## config.mk

```make
export PLATFORM = sky130hd
export DESIGN_NAME = ipat_parse
export DESIGN_NICKNAME = d
export VERILOG_FILES = /design/src/design/ipat_pkg.sv /design/src/design/ipat_parse.sv
export SDC_FILE = /design/constraint.sdc
export NUM_CORES = 1
export LEC_CHECK = 0
export BUFFER_PORTS_ARGS = -buffer_cell sky130_fd_sc_hd__buf_2
export CORE_AREA = 2 2 227 229
export DETAILED_ROUTE_END_ITERATION = 8
export DIE_AREA = 0 0 229 231
export PLACE_DENSITY_LB_ADDON = 0.12
export SLEW_MARGIN = 25
export SYNTH_ARGS = -nofsm -noshare
export SYNTH_HDL_FRONTEND = slang
export SYNTH_SLANG_ARGS = --single-unit
```

## constraint.sdc

```tcl
create_clock -name vclk -period 10.1
set_input_delay 1.01 -clock vclk [all_inputs]
set_output_delay 1.01 -clock vclk [all_outputs]
set_load 0.02 [all_outputs]
```

## src/design/ipat_pkg.sv

```systemverilog
// shared types and constants of the ip address text parser
package ipat_pkg;

    localparam int CHAR_W  = 21;
    localparam int CNT_W   = 7;
    localparam int GROUP_W = 16;
    localparam int OCTET_W = 8;
    localparam int ADDR_W  = 64;

    // length limits of the two text forms, in characters
    localparam int V6_MAX_LEN = 40;
    localparam int V4_MAX_LEN = 16;

    localparam logic [CNT_W-1:0]  COUNT_CAP = '1;
    localparam logic [CHAR_W-1:0] CH_COLON  = 21'h3A;
    localparam logic [CHAR_W-1:0] CH_DOT    = 21'h2E;
    localparam logic [CHAR_W-1:0] CH_STAR   = 21'h2A;

    localparam logic [GROUP_W-1:0] GROUP_ALL_ONES = 16'hFFFF;
    localparam logic [OCTET_W-1:0] OCTET_MAX      = 8'd255;

    typedef struct packed {
        logic [CNT_W-1:0]              char_count;
        logic                          colon_seen;
        logic                          first_is_star;
        logic [7:0][GROUP_W-1:0]       hex_groups;
        logic [3:0]                    group_index;
        logic [3:0]                    compress_pos;
        logic                          compress_present;
        logic [GROUP_W-1:0]            group_hex_accum;
        logic [2:0]                    group_char_count;
        logic                          prev_char_colon;
        logic                          mapped_tail_mode;
        logic [3:0][OCTET_W-1:0]       dotted_octets;
        logic [2:0]                    octet_index;
        logic [8:0]                    octet_accum;
        logic                          octet_has_digit;
        logic                          v6_error;
        logic                          v4_error;
    } ipat_state_t;

    typedef struct packed {
        logic [ADDR_W-1:0] addr_high;
        logic [ADDR_W-1:0] addr_low;
        logic              valid_res;
        logic              wildcard_res;
    } ipat_result_t;

endpackage

```

## src/design/ipat_parse.sv

```systemverilog
// per-character parse step and end-of-string address assembly
module ipat_parse import ipat_pkg::*;
(
    input  ipat_state_t       state,
    input  logic [CHAR_W-1:0] character,
    input  logic              last,
    output ipat_state_t       state_step,
    output ipat_result_t      result
);

    localparam logic [CNT_W-1:0] V6_LIMIT = CNT_W'(V6_MAX_LEN);
    localparam logic [CNT_W-1:0] V4_LIMIT = CNT_W'(V4_MAX_LEN);

    function automatic ipat_state_t close_group(input ipat_state_t s, input logic may_fill);
        ipat_state_t r;
        r = s;
        if (s.group_index < 4'd8)
            r.hex_groups[s.group_index[2:0]] = s.group_hex_accum;
        if (s.group_index < 4'd15)
            r.group_index = s.group_index + 4'd1;
        r.group_hex_accum  = '0;
        r.group_char_count = '0;
        if (r.group_index > 4'd8 || (r.group_index == 4'd8 && !may_fill))
            r.v6_error = 1'b1;
        return r;
    endfunction

    function automatic ipat_state_t enter_tail(input ipat_state_t s);
        ipat_state_t r;
        logic        bad;
        r   = s;
        bad = 1'b0;
        if (s.group_index < 4'd1 || s.group_index > 4'd8)
            bad = 1'b1;
        else if (s.hex_groups[3'(s.group_index - 4'd1)] != GROUP_ALL_ONES)
            bad = 1'b1;
        else if (!s.compress_present && s.group_index != 4'd6)
            bad = 1'b1;
        else begin
            for (int k = 0; k < 8; k++)
                if (4'(k + 1) < s.group_index && s.hex_groups[k] != '0)
                    bad = 1'b1;
        end
        if (bad)
            r.v6_error = 1'b1;
        else
            r.mapped_tail_mode = 1'b1;
        return r;
    endfunction

    ipat_state_t n;

    // step logic for one character
    always_comb
    begin
        logic        skip;
        logic        is_hex;
        logic [3:0]  hex_val;
        logic [11:0] dec_sum;
        logic [CNT_W-1:0] pos;

        n       = state;
        pos     = state.char_count;
        skip    = 1'b0;
        is_hex  = 1'b1;
        hex_val = character[3:0];
        dec_sum = '0;

        if (character inside {[21'h30:21'h39]})
            hex_val = character[3:0];
        else if (character inside {[21'h41:21'h46], [21'h61:21'h66]})
            hex_val = character[3:0] + 4'd9;
        else
            is_hex = 1'b0;

        if (n.char_count != COUNT_CAP)
            n.char_count = n.char_count + CNT_W'(1);
        if (pos == '0 && character == CH_STAR)
            n.first_is_star = 1'b1;
        if (character == CH_COLON)
            n.colon_seen = 1'b1;

        // ipv6 side
        if (!n.v6_error && !n.mapped_tail_mode)
        begin
            if (n.prev_char_colon)
            begin
                n.prev_char_colon = 1'b0;
                skip = 1'b1;
                if (character == CH_COLON)
                begin
                    if (n.compress_present)
                        n.v6_error = 1'b1;
                    else
                    begin
                        n.compress_present = 1'b1;
                        n.compress_pos = (pos == CNT_W'(1)) ? n.group_index
                                                            : n.group_index + 4'd1;
                        n = close_group(n, last);
                    end
                end
                else if (n.group_char_count == '0)
                    n.v6_error = 1'b1;
                else
                begin
                    n = close_group(n, 1'b0);
                    skip = n.v6_error;
                end
            end
            if (!skip)
            begin
                if (character == CH_COLON)
                begin
                    if (last)
                        n.v6_error = 1'b1;
                    else
                        n.prev_char_colon = 1'b1;
                end
                else if (n.group_char_count >= 3'd4)
                    n.v6_error = 1'b1;
                else if (is_hex)
                begin
                    n.group_hex_accum  = {n.group_hex_accum[11:0], hex_val};
                    n.group_char_count = n.group_char_count + 3'd1;
                end
                else if (character == CH_DOT)
                    n = enter_tail(n);
                else
                    n.v6_error = 1'b1;
            end
        end

        // dotted quad side, restarted at every colon before the tail
        if (character == CH_COLON && !n.mapped_tail_mode)
        begin
            n.octet_index     = '0;
            n.octet_accum     = '0;
            n.octet_has_digit = 1'b0;
            n.v4_error        = 1'b0;
        end
        else if (!n.v4_error)
        begin
            if (character == CH_DOT)
            begin
                if (!n.octet_has_digit)
                    n.v4_error = 1'b1;
                else
                begin
                    if (n.octet_index < 3'd4)
                        n.dotted_octets[n.octet_index[1:0]] = n.octet_accum[7:0];
                    n.octet_index     = n.octet_index + 3'd1;
                    n.octet_accum     = '0;
                    n.octet_has_digit = 1'b0;
                    if (n.octet_index > 3'd3)
                        n.v4_error = 1'b1;
                end
            end
            else if (character inside {[21'h30:21'h39]})
            begin
                dec_sum = 12'(n.octet_accum) * 12'd10 + 12'(character[3:0]);
                n.octet_has_digit = 1'b1;
                if (dec_sum > 12'(OCTET_MAX))
                    n.v4_error = 1'b1;
                else
                    n.octet_accum = dec_sum[8:0];
            end
            else
                n.v4_error = 1'b1;
        end
    end

    assign state_step = n;

    // end-of-string assembly from the stepped state
    always_comb
    begin
        ipat_state_t             m;
        logic                    quad_ok;
        logic                    v6_ok;
        logic [ADDR_W-1:0]       mapped;
        logic [3:0]              gap;
        logic [4:0]              gap_end;
        logic [7:0][GROUP_W-1:0] w;

        quad_ok = !n.v4_error && n.octet_has_digit && n.octet_index == 3'd3;
        mapped  = {16'h0000, GROUP_ALL_ONES, n.dotted_octets[0], n.dotted_octets[1],
                   n.dotted_octets[2], n.octet_accum[7:0]};

        m = n;
        if (m.group_char_count != '0)
            m = close_group(m, 1'b1);
        v6_ok = !n.v6_error && !m.v6_error && m.group_index <= 4'd8;
        if (!m.compress_present)
        begin
            if (m.group_index != 4'd8)
                v6_ok = 1'b0;
        end
        else if (m.compress_pos > 4'd7 || m.compress_pos > m.group_index)
            v6_ok = 1'b0;
        gap     = 4'd8 - m.group_index;
        gap_end = 5'(m.compress_pos) + 5'(gap);
        for (int k = 0; k < 8; k++)
        begin
            if (!m.compress_present || 4'(k) < m.compress_pos)
                w[k] = m.hex_groups[k];
            else if (5'(k) < gap_end)
                w[k] = '0;
            else
                w[k] = m.hex_groups[3'(4'(k) - gap)];
        end

        result = '0;
        if (n.char_count == CNT_W'(1) && n.first_is_star)
            result.wildcard_res = 1'b1;
        else if (n.colon_seen && n.char_count < V6_LIMIT)
        begin
            if (n.mapped_tail_mode)
            begin
                if (!n.v6_error && quad_ok)
                begin
                    result.valid_res = 1'b1;
                    result.addr_low  = mapped;
                end
            end
            else if (v6_ok)
            begin
                result.valid_res = 1'b1;
                result.addr_high = {w[0], w[1], w[2], w[3]};
                result.addr_low  = {w[4], w[5], w[6], w[7]};
            end
        end
        else if (!n.colon_seen && n.char_count < V4_LIMIT && quad_ok)
        begin
            result.valid_res = 1'b1;
            result.addr_low  = mapped;
        end
    end

endmodule

```

==> metrics.yaml <==
routing:
  drc: 0
  vias: 20700
  drt_pre_antenna_iters: 6
  ant_nets: 0
  routed_wl_um: 114000
  viasPerCell: 6.55
  drtIter0Drc: 2330
  wl_per_cell_um: 36.2
floorplan:
  initial_core_util_pct: 31.3
  core.rowCount: 83
  die_w_um: 229
  ios: 580
  fp.coreArea_um2: 50700
  dieArea_um2: 52900
  die_h_um: 231
logic_synthesis:
  yosysMostFrequentCell: "mux2i_1"
  synth_top_area_share_pct: 20.7
  netlist_top_cells_area: "mux2i_1 21%, mux4_2 18%, mux2_2 10%"
  synth_cells: 1977
  synth_top_cell_by_area: "mux2i_1"
  synth_nets: 2262
  yosysUniqueCellTypes: 89
  syn_avg_cell_area_um2: 8.03
  synth_commonest_cells: "328 x mux2i_1, 193 x inv_1, 172 x nor2_1"
  ys_warn_count: 0
  netlist_area_um2: 15900
  ys_seq_area_share_pct: 0
sta:
  rsz0062_at_grt: "no"
  finalHoldViolations: 0
  tns_ns: 0
  maxSlewViolCount: 0
  period_minus_slack_ns: 8.99
  relSlewSlack_pct: 22.9
  finalSetupViolCount: 0
  max_clock_freq_mhz: 111
  worstMarginPinSlew_ns: 1.16
  final.period_utilization_pct: 89.0
worst_setup_path:
  crit_path_start_kind: "input port"
  crit_type: "input port to output port"
  path_max_fanout: 44
  crit_path_cell_trace: "buf_2, inv_1, ha_1, and3b_1, nand3_1, o21ai_2, and2_1, ha_1, or4b_2, nand2b_1, mux2i_4, a31oi_4, xnor2_4, buf_4, ha_4, buf_4, buf_4, mux4_2, a221oi_1, o2bb2ai_1, buf_2"
  max_stage_delay_ns: 0.97
  critPathSlowestCell: "a221oi_1"
  arrival_ns: 7.98
  end_kind: "output port"
  cpMostUsedCell: "buf_4"
  cp.required_ns: 9.09
finish:
  clock_buffers: 0
  syn2layout_area_growth_pct: 23.7
  fin_nets: 2762
  final-seq-area_um2: 0
  drive_above_1_share_pct: 39.6
  seq_cell_count: 0
place:
  numPortBuffers: 580
  dp_hpwl_um: 96100
  routabilityCongestion: 1.05
hold_path:
  holdCritPathClass: "input port to output port"
flow_run:
  max-cap-violations: 0
global_routing:
  grt_antenna_before_repair: 5
  grt_pass1_vias: 19700
  overflow: 0
  grt_use_total_pct: 41.2
  grt_pass1_wl_um: 157000
  grt_start_max_net_pins: 58
clocking:
  cts_resized: 0
  hold_buffers: 0
  post-cts-setup-buffers: 0
outcome:
  status: "finished clean"
-- kinds of logic (layout without fill, tap and decap cells) --
kind of cell	Yosys count	in the layout	share of synthesized area (%)
mux	599	599	49.0
xor+xnor	28	28	1.71
buf+inv	359	857	9.19
simple gates	549	549	18.1
other cells	0	2	0
compound gates	393	393	18.0
fa+ha+maj	49	49	4.00
-- placed cells by master (no fill, tap or decap), drive strengths merged, types with 6 or more instances in the layout --
cell type    n
o21ai       44
nor4        56
mux2       142
nand2       83
and3         8
o221ai      18
o2bb2ai     14
a211oi      17
inv        197
o221a       10
and4         7
a22o         8
a31oi       29
nand4       54
nand3b       7
a221oi      22
and2        16
o41ai       13
mux4       128
a21oi       75
ha          46
o22a        18
buf        660
a21o         6
nor2       172
a22oi       58
a2bb2oi      7
nand3       33
o31ai        6
xnor2       18
nand2b      24
or3          7
xor2        10
mux2i      329
nor3        42
or2          6
o21a         6
nor2b       10
-- stage by stage --
stage	util (%)	area, um^2	worst slack [ns]	hold WS (ns)	instances
2_1_floorplan	-	15900	0.219	2.15	1977
3_3_place_gp	38.7	19600	1.32	2.39	3152
3_5_place_dp	38.7	19600	1.21	2.39	3155
4_1_cts	38.7	19600	1.20	2.39	3155
5_1_grt	38.7	19600	0.862	2.41	3155
6_report	38.7	19600	1.11	2.40	3157
-- critical path, delay by kind of cell --
family / cells / cell delay (ns)
compound gates: 4 / 1.35
xor+xnor: 1 / 0.21
fa+ha+maj: 3 / 0.77
buf+inv: 6 / 2.10
mux: 2 / 0.98
simple gates: 5 / 1.51
-- worst paths after layout --
| path | start | depth (start not counted) | endpoint |
|---|---|---|---|
| hold / removal | state[26] | 3 | state_step[26] |
| setup / recovery | character[0] | 21 | result[32] |
-- metal layers --
layer	part of all wire [%]	global-route usage, %
met2	46	68.6
met5	0.028	0
met4	5.2	17.3
met1	40	53.5
met3	8.6	5.58
-- layout make-up --
class,instances,area [um^2]
tap,680,851
fill,5461,31000
antenna,2,5.00
timing repair buffer,660,3510
inverter,197,742
multi-input combinational,1618,14500
